**src/baace_pkg.sv**
```systemverilog
// Package for the block average ANSI color encoder.
// Holds shared types, byte codes and the front-to-back request struct.
package baace_pkg;

    localparam int CFG_IDX_W = 2;
    localparam logic [CFG_IDX_W-1:0] REG_IMAGE_WIDTH  = 2'd0;
    localparam logic [CFG_IDX_W-1:0] REG_IMAGE_HEIGHT = 2'd1;
    localparam logic [CFG_IDX_W-1:0] REG_BLOCK_WIDTH  = 2'd2;
    localparam logic [CFG_IDX_W-1:0] REG_BLOCK_HEIGHT = 2'd3;

    localparam logic [7:0] CH_ESC   = 8'h1B;
    localparam logic [7:0] CH_LBR   = 8'h5B;
    localparam logic [7:0] CH_ZERO  = 8'h30;
    localparam logic [7:0] CH_M     = 8'h6D;
    localparam logic [7:0] CH_FOUR  = 8'h34;
    localparam logic [7:0] CH_EIGHT = 8'h38;
    localparam logic [7:0] CH_TWO   = 8'h32;
    localparam logic [7:0] CH_SEMI  = 8'h3B;
    localparam logic [7:0] CH_SPACE = 8'h20;
    localparam logic [7:0] CH_NL    = 8'h0A;

    // One request from the front part: optional block color, optional row end.
    typedef struct packed {
        logic        has_block;
        logic [23:0] color;
        logic        send_color;
        logic        row_end;
        logic        row_reset;
    } baace_req_t;

    typedef enum logic [3:0] {
        ST_IDLE,
        ST_COLOR_HEAD,
        ST_RED,
        ST_SEMI1,
        ST_GREEN,
        ST_SEMI2,
        ST_BLUE,
        ST_COLOR_M,
        ST_BLACK,
        ST_SPACE,
        ST_ROW_RESET,
        ST_NEWLINE
    } baace_state_t;

    typedef enum logic [2:0] {
        F_IN,
        F_READ,
        F_DIV_R,
        F_DIV_G,
        F_DIV_B,
        F_SEND
    } baace_fstate_t;

    function automatic logic [7:0] head_byte(input logic [2:0] i);
        logic [7:0] b;
        unique case (i)
            3'd0: b = CH_ESC;
            3'd1: b = CH_LBR;
            3'd2: b = CH_FOUR;
            3'd3: b = CH_EIGHT;
            3'd4: b = CH_SEMI;
            3'd5: b = CH_TWO;
            3'd6: b = CH_SEMI;
            default: b = CH_ESC;
        endcase
        return b;
    endfunction

    function automatic logic [7:0] reset_byte(input logic [1:0] i);
        logic [7:0] b;
        unique case (i)
            2'd0: b = CH_ESC;
            2'd1: b = CH_LBR;
            2'd2: b = CH_ZERO;
            default: b = CH_M;
        endcase
        return b;
    endfunction

endpackage

```
**src/baace_back.sv**
```systemverilog
// Back part: turns block requests into the byte stream, one byte per cycle while the byte channel is ready.
// Depends on baace_pkg; takes requests from the front part's request register, drives the byte channel.
module baace_back (
    input  logic                  clk,
    input  logic                  rst_n,
    input  logic                  req_valid,
    output logic                  req_ready,
    input  baace_pkg::baace_req_t req,
    output logic                  byte_valid,
    input  logic                  byte_ready,
    output logic [7:0]            out_byte,
    output logic                  run_last
);
    baace_pkg::baace_state_t st_reg, st_next;
    baace_pkg::baace_req_t   cur_reg, cur_next;
    logic [2:0] idx_reg, idx_next;
    logic [7:0] ob_reg, ob_next;
    logic       last_reg, last_next, v_reg, v_next;
    logic [7:0] comp;
    logic [7:0] rem99;
    logic [15:0] prod;
    logic [1:0] ndig;
    logic [7:0] dig_b;
    logic [3:0] hund, tens, ones;
    logic       go;

    always_comb
    begin
        unique case (st_reg)
            baace_pkg::ST_RED:   comp = cur_reg.color[23:16];
            baace_pkg::ST_GREEN: comp = cur_reg.color[15:8];
            default:             comp = cur_reg.color[7:0];
        endcase
        hund = (comp >= 8'd200) ? 4'd2 : (comp >= 8'd100) ? 4'd1 : 4'd0;
        rem99 = comp - 8'(hund) * 8'd100;
        // Tens digit by reciprocal multiplication, exact for values below 100.
        prod = 16'(rem99) * 16'd205;
        tens = prod[14:11];
        ones = 4'(rem99 - 8'(tens) * 8'd10);
        ndig = (comp >= 8'd100) ? 2'd3 : (comp >= 8'd10) ? 2'd2 : 2'd1;
        unique case (idx_reg[1:0] + (2'd3 - ndig))
            2'd0:    dig_b = baace_pkg::CH_ZERO + 8'(hund);
            2'd1:    dig_b = baace_pkg::CH_ZERO + 8'(tens);
            default: dig_b = baace_pkg::CH_ZERO + 8'(ones);
        endcase
    end

    assign go = !v_reg || byte_ready;

    always_comb
    begin
        st_next = st_reg;
        cur_next = cur_reg;
        idx_next = idx_reg;
        ob_next = ob_reg;
        last_next = last_reg;
        v_next = v_reg && !byte_ready;
        req_ready = 1'b0;
        if (go)
        begin
            v_next = 1'b0;
            unique case (st_reg)
                baace_pkg::ST_IDLE:
                begin
                    req_ready = 1'b1;
                    if (req_valid)
                    begin
                        cur_next = req;
                        idx_next = '0;
                        if (req.has_block && req.send_color)
                            st_next = (req.color == 24'd0) ? baace_pkg::ST_BLACK
                                                           : baace_pkg::ST_COLOR_HEAD;
                        else if (req.has_block)
                            st_next = baace_pkg::ST_SPACE;
                        else if (req.row_reset)
                            st_next = baace_pkg::ST_ROW_RESET;
                        else
                            st_next = baace_pkg::ST_NEWLINE;
                    end
                end
                baace_pkg::ST_COLOR_HEAD:
                begin
                    ob_next = baace_pkg::head_byte(idx_reg);
                    last_next = 1'b0;
                    v_next = 1'b1;
                    idx_next = idx_reg + 1'b1;
                    if (idx_reg == 3'd6)
                    begin
                        idx_next = '0;
                        st_next = baace_pkg::ST_RED;
                    end
                end
                baace_pkg::ST_RED, baace_pkg::ST_GREEN, baace_pkg::ST_BLUE:
                begin
                    ob_next = dig_b;
                    last_next = 1'b0;
                    v_next = 1'b1;
                    idx_next = idx_reg + 1'b1;
                    if (idx_reg[1:0] == 2'(ndig - 2'd1))
                    begin
                        idx_next = '0;
                        unique case (st_reg)
                            baace_pkg::ST_RED:   st_next = baace_pkg::ST_SEMI1;
                            baace_pkg::ST_GREEN: st_next = baace_pkg::ST_SEMI2;
                            default:             st_next = baace_pkg::ST_COLOR_M;
                        endcase
                    end
                end
                baace_pkg::ST_SEMI1, baace_pkg::ST_SEMI2:
                begin
                    ob_next = baace_pkg::CH_SEMI;
                    last_next = 1'b0;
                    v_next = 1'b1;
                    st_next = (st_reg == baace_pkg::ST_SEMI1) ? baace_pkg::ST_GREEN
                                                              : baace_pkg::ST_BLUE;
                end
                baace_pkg::ST_COLOR_M:
                begin
                    ob_next = baace_pkg::CH_M;
                    last_next = 1'b0;
                    v_next = 1'b1;
                    st_next = baace_pkg::ST_SPACE;
                end
                baace_pkg::ST_BLACK, baace_pkg::ST_ROW_RESET:
                begin
                    ob_next = baace_pkg::reset_byte(idx_reg[1:0]);
                    last_next = 1'b0;
                    v_next = 1'b1;
                    idx_next = idx_reg + 1'b1;
                    if (idx_reg == 3'd3)
                    begin
                        idx_next = '0;
                        st_next = (st_reg == baace_pkg::ST_BLACK) ? baace_pkg::ST_SPACE
                                                                  : baace_pkg::ST_NEWLINE;
                    end
                end
                baace_pkg::ST_SPACE:
                begin
                    ob_next = baace_pkg::CH_SPACE;
                    last_next = !cur_reg.row_end;
                    v_next = 1'b1;
                    if (!cur_reg.row_end)
                        st_next = baace_pkg::ST_IDLE;
                    else if (cur_reg.row_reset)
                        st_next = baace_pkg::ST_ROW_RESET;
                    else
                        st_next = baace_pkg::ST_NEWLINE;
                end
                default:
                begin
                    ob_next = baace_pkg::CH_NL;
                    last_next = 1'b1;
                    v_next = 1'b1;
                    st_next = baace_pkg::ST_IDLE;
                end
            endcase
        end
    end

    always_ff @(posedge clk or negedge rst_n)
    begin
        if (!rst_n)
        begin
            st_reg <= baace_pkg::ST_IDLE;
            v_reg <= 1'b0;
            idx_reg <= '0;
        end
        else
        begin
            st_reg <= st_next;
            v_reg <= v_next;
            idx_reg <= idx_next;
        end
    end

    always_ff @(posedge clk)
    begin
        cur_reg <= cur_next;
        ob_reg <= ob_next;
        last_reg <= last_next;
    end

    assign byte_valid = v_reg;
    assign out_byte = ob_reg;
    assign run_last = last_reg;
endmodule

```
**config.mk**
```make
export PLATFORM = sky130hd
export DESIGN_NAME = baace_back
export DESIGN_NICKNAME = d
export VERILOG_FILES = /design/src/baace_pkg.sv /design/src/baace_back.sv
export SDC_FILE = /design/constraint.sdc
export NUM_CORES = 1
export LEC_CHECK = 0
export BUFFER_PORTS_ARGS = -buffer_cell sky130_fd_sc_hd__buf_4
export CAP_MARGIN = 20
export CORE_MARGIN = 2
export CORE_UTILIZATION = 40
export DETAILED_ROUTE_END_ITERATION = 10
export HOLD_SLACK_MARGIN = 0.02
export PLACE_DENSITY = 0.71
export SYNTH_ARGS = -nofsm -noshare
export SYNTH_HDL_FRONTEND = slang
export SYNTH_SLANG_ARGS = --single-unit
```
**constraint.sdc**
```tcl
create_clock -name clk -period 7.1 [get_ports clk]
set_input_delay 1.775 -clock clk [delete_from_list [all_inputs] [get_ports clk]]
set_output_delay 1.775 -clock clk [all_outputs]
set_load 0.1 [all_outputs]
```
After elaboration in Yosys (flattened, before gate mapping)
Cells that the tools add are included.
- register bits after elaboration: 43
- output and inout bits: 11
- logic and storage cells: 101
- $add $sub $neg: 9
- multiply operators: 3
- magnitude comparators: 3
- equal/unequal tests: 24
- multiplexer cells: 33
- bitwise operators: 1
- reductions and logical operators: 20
- operators with widths (kind ; number):
    8-bit case mux with 7 select lines ; 1
    7-bit case mux with 5 select lines ; 1
    4-bit 2-to-1 mux ; 7
    4-bit case mux with 7 select lines ; 1
    24-bit zero test ; 1
    7-bit case mux with 3 select lines ; 1
    4-bit by 3-bit equality test with 1-bit output (second input constant) ; 4
    8-bit case mux with 2 select lines ; 1
    8-bit by 8-bit multiplier with 15-bit output (second input constant) ; 1
    6-bit by 4-bit adder with 7-bit output (first input constant) ; 2
    7-bit case mux with 2 select lines ; 1
    4-bit equality test (second input constant) ; 3
    2-bit 2-to-1 mux ; 6
    3-bit 2-to-1 mux ; 4
    3-bit case mux with 4 select lines ; 1
    3-bit equality test (second input constant) ; 3
    9-bit OR reduction ; 1
    4-bit by 2-bit equality test with 1-bit output (second input constant) ; 2
    8-bit by 4-bit greater-or-equal comparator with 1-bit output (second input constant) ; 1
    8-bit by 7-bit greater-or-equal comparator with 1-bit output (second input constant) ; 1
    8-bit greater-or-equal comparator (second input constant) ; 1
    2-bit inequality test (second input constant) ; 4
    8-bit subtractor ; 1
    6-bit by 2-bit adder with 7-bit output (first input constant) ; 1
    28 further kinds ; 43

Longest topological paths before layout
- depth after elaboration: 13
- gate-level depth with buffers: 33
- depth with buffers taken out: 31

Least setup slack after synthesis
No wires, ideal clock.
- kind: flip-flop to flip-flop
- start point: reg st_reg[3]
- end point: reg ob_reg[3] (netlist: out_byte[3]), data pin
- setup time: 0.262 ns
- arrival time: 6.611 ns
- slack: 0.227 ns
- cell stages (with the launch flop): 31
- buffers on the path: 1
- path through: dfrtp_1 > or2_1 > buf_2 > nor2_8 > o221a_4 > inv_2 > nand3_1 > a21o_2 > nand2_1 > ha_1 > fa_1 > nand2_1 > a21oi_1 > xnor2_1 > ha_1 > inv_1 > fa_1 > fa_1 > fa_1 > inv_1 > ha_1 > and4_1 > nand2_1 > or2_2 > o211ai_1 > xor2_1 > fa_1 > xnor2_1 > xnor3_1 > xnor2_1 > o21ai_1
- cells in the longest elaborated chain, start to end: 13
- ends and longest elaborated chain (element ; line ; RTL):
    start: declaration ; baace_back.sv:14 ; baace_pkg::baace_state_t st_reg, st_next;
    start signal: assignment ; baace_back.sv:164 ; st_reg <= baace_pkg::ST_IDLE;
    start signal: assignment ; baace_back.sv:170 ; st_reg <= st_next;
    4-bit by 3-bit equality test with 1-bit output or 4-bit by 2-bit equality test with 1-bit output (tied branches) ; baace_back.sv:29, baace_back.sv:62 ;
    8-bit case mux with 2 select lines ; baace_back.sv:29 ; unique case (st_reg)
    8-bit by 7-bit greater-or-equal comparator with 1-bit output ; baace_back.sv:34, baace_back.sv:40 ;
    1-bit 2-to-1 mux ; baace_back.sv:34 ; hund = (comp >= 8'd200) ? 4'd2 : (comp >= 8'd100) ? 4'd1 : 4'd0;
    2-bit 2-to-1 mux ; baace_back.sv:34 ;
    2-bit by 5-bit multiplier with 6-bit output ; baace_back.sv:35 ; rem99 = comp - 8'(hund) * 8'd100;
    8-bit subtractor ; baace_back.sv:35 ;
    8-bit by 8-bit multiplier with 15-bit output ; baace_back.sv:37 ; prod = 16'(rem99) * 16'd205;
    4-bit by 3-bit multiplier with 3-bit output ; baace_back.sv:39 ; ones = 4'(rem99 - 8'(tens) * 8'd10);
    4-bit subtractor ; baace_back.sv:39 ;
    6-bit by 4-bit adder with 7-bit output ; baace_back.sv:44 ; default: dig_b = baace_pkg::CH_ZERO + 8'(ones);
    7-bit case mux with 2 select lines ; baace_back.sv:41 ; unique case (idx_reg[1:0] + (2'd3 - ndig))
    8-bit case mux with 7 select lines (*) ; baace_back.sv:62 ; unique case (st_reg)
    end signal: assignment ; baace_back.sv:179 ; ob_reg <= ob_next;
    end: declaration ; baace_back.sv:17 ; logic [7:0] ob_reg, ob_next;
Every way passes the cells marked *; elsewhere a longest branch is shown, timed or not. The select of a mux whose other input is x is not followed.
A chain may end at the register's enable or synchronous reset.

Worst setup path in the final report
- start point: reg st_reg[0]
- end point: reg ob_reg[3] (netlist: out_byte[3]), data pin
Same word-level chain as after synthesis.

==> reports/metrics.yaml <==
clocking:
  htree_num_levels: 2
  cts-root-buf: "clkbuf_8"
  clkLatencyLatePin_ns: 0.30
  cts_buffer_depth: 2
  clkTransAtPathRegs_ns: 0.09
  cts_tree: "yes"
  ctsHoldBuffers: 0
  cts_buffers: 5
  cts_sinks: 42
yosys:
  yosysTopAreaCellShare_pct: 25.3
  synth_cells: 423
  yosysUniqueCellTypes: 74
  synth_nets: 521
  synthArstFlopShare_pct: 19.0
  yosysSeqAreaShare_pct: 30.3
  ys_warn_count: 0
  synth_top_area_cell: "edfxtp_1"
  synthesis.area_mm2: 0.00403
  synth_area_per_cell_um2: 9.53
  ys_top_cells_by_area: "edfxtp_1 25%, ha_1 17%, fa_1 5.5%"
  synth_edf_count: 34
  ys_seq_elements: 42
  synth_flop_cell: "edfxtp_1"
finish:
  final_util_pct: 51.1
  final_nets: 588
  drive_gt1_share_pct: 27.5
  final_cell_count_no_fill: 624
  final_area_mm2: 0.00499
  area_growth_pct: 23.9
  diodes: 0
  largest_reg_flops: 26
drt:
  vias_per_cell: 5.31
  wl_mm: 9.58
  drc: 0
  drtPass1Iterations: 5
  final_antenna_net_count: 0
  drtIter0Drc: 182
  post_drt_wl_per_cell_um: 15.4
  via_count: 3315
placed_design:
  gp_congestion: 0.935
  port_buffers: 41
  place_hpwl_mm: 7.25
  dp_cells: 595
  postPlaceCellArea_mm2: 0.00453
critical_path:
  endpoint: "out_byte[3]"
  crit_start: "st_reg[0]"
  reg2reg_from: "st_reg[0]"
  rr_worst_depth: 29
  cp.required_ns: 7.16
  worstSetupStartpointType: "flip-flop"
  crit_type: "reg -> reg"
  cp_common_cell: "fa_1"
  cp_max_fo: 5
  slowest_delay_ns: 0.55
  crit_path_end_kind: "flip-flop"
  critPathSlowestCell: "fa_1"
  rr_endpoint: "out_byte[3]"
  crit_arrival_ns: 6.90
  r2r_slack_ns: 0.26
floorplanning:
  rows: 36
  die-area_mm2: 0.0109
  io_pins: 43
  dieWidth_um: 104
  fp.dieH_um: 104
  initial_core_util_pct: 41.2
  coreArea_mm2: 0.00977
global_route:
  grt-busiest-layer: "met2"
  grt_first_pass_wirelength_mm: 15.6
  grt_overflow_total: 0
  antenna_found_initial: 0
  grt_pass1_vias: 3240
  grt_use_total_pct: 17.6
  use_met1_pct: 23.6
  grt_max_degree: 27
  use_met3_pct: 2.76
  use_met2_pct: 29.6
sta:
  setup-violations-final: 0
  timing.hold.ws_ns: 0.673
  drv_slew: 0
  max_slew_margin_pct: 36.5
  worst_pin_slew_ns: 0.951
  finalHoldViolCount: 0
  period_needed_ns: 6.84
  skew_ns: 0.00595
  fmax_ghz: 0.146
  period_share_pct: 96.3
min_path:
  hold_depth: 1
  hold_class: "reg -> reg"
status:
  status: "finished, final reports clean"
job:
  maxCapViolations: 0
-- stage by stage --
step	TNS, ns	setup slack (ns)
global placement	0	0.152
finish	0	0.260
CTS	0	0.00817
floorplan	0	0.227
global route	-0.0813	-0.0813
detailed placement	-0.203	-0.203
-- cells in the mapped netlist, drive strengths merged, types with 2 or more instances --
master	count
or2	5
o211ai	4
nor4	9
o21ai	30
o221ai	4
fa	11
a31oi	3
nand4	6
o31a	3
o21a	2
a21oi	28
clkbuf	7
a311oi	2
mux2i	2
nor3	7
nor3b	2
xor2	5
a21o	4
xnor2	14
nor4b	3
nor2b	10
buf	11
nand2	30
o22ai	2
a21boi	2
and2	3
nand3b	6
inv	53
ha	55
nand3	4
nand2b	7
edfxtp	34
dfrtp	8
nor2	28
-- what timing repair did --
action	in CTS	in global routing
cloned	0	0
setup buffers	11	10
pin swaps	7	21
gates resized for setup	13	32
endpoints found under the setup margin	1	2
-- final cells by class --
cell class                 instances  area (µm²)
tap                              133         166
inverter                          53         201
clock buffer                       5        68.8
multi-input combinational        310        2710
sequential                        42        1220
clock inverter                     3        43.8
fill                             844        4780
timing repair buffer              78         581
-- kinds of logic (layout without fill, tap and decap cells) --
| group | after synthesis | count (layout) | share of synthesized area [%] |
|---|---|---|---|
| other | 1 | 1 | 0.0930 |
| AO/OA/AOI/OAI | 96 | 96 | 16.7 |
| buffers and inverters | 71 | 139 | 7.26 |
| AND/OR/NAND/NOR | 125 | 125 | 17.5 |
| adder cells (fa/ha/maj) | 66 | 66 | 22.5 |
| XOR/XNOR | 20 | 20 | 5.15 |
| multiplexers | 2 | 2 | 0.497 |
| flip-flops | 42 | 42 | 30.3 |
-- worst min path at each step --
| stage | slack [ns] | endpoint | start |
|---|---|---|---|
| final | 0.67 | idx_reg[0] | idx_reg[0] |
| after global routing | 0.71 | idx_reg[0] | idx_reg[0] |
| after CTS | 0.68 | idx_reg[0] | idx_reg[0] |
| after detailed placement | 0.66 | idx_reg[0] | idx_reg[0] |
| after global placement | 0.65 | idx_reg[0] | idx_reg[0] |
| after floorplan | 0.59 | idx_reg[0] | idx_reg[0] |
-- cells in the final DEF, fill, tap and decap left out, types with 9 or more instances in the layout --
| cell | Yosys | routed |
|---|---|---|
| a21oi_1 | 26 | 24 |
| buf_4 | 1 | 75 |
| edfxtp_1 | 34 | 34 |
| fa_1 | 11 | 9 |
| ha_1 | 55 | 50 |
| inv_1 | 52 | 50 |
| nand2_1 | 28 | 25 |
| nor2_1 | 25 | 25 |
| nor2b_1 | 10 | 10 |
| o21ai_0 | 22 | 18 |
| o21ai_1 | 8 | 12 |
| xnor2_1 | 13 | 11 |
-- critical path, delay by kind of cell, from the launching register on --
family	cells	cell delay (ns)
XOR/XNOR	5	0.88
buffers and inverters	4	0.41
AO/OA/AOI/OAI	4	0.79
flip-flops	1	0.44
adder cells (fa/ha/maj)	8	2.99
AND/OR/NAND/NOR	8	1.07
-- layer usage --
layer  vias to the layer above  wire length [µm]  share of wire [%]
li1                       1634                 -                  -
met1                      1568              4360                 45
met2                       103              4700                 49
met3                        10               414                4.3
met4                         0               115                1.2
met5                         -                 0                  0
Power is not shown: default switching activity piles up to over one toggle a cycle in this logic, so the estimate is an artifact.
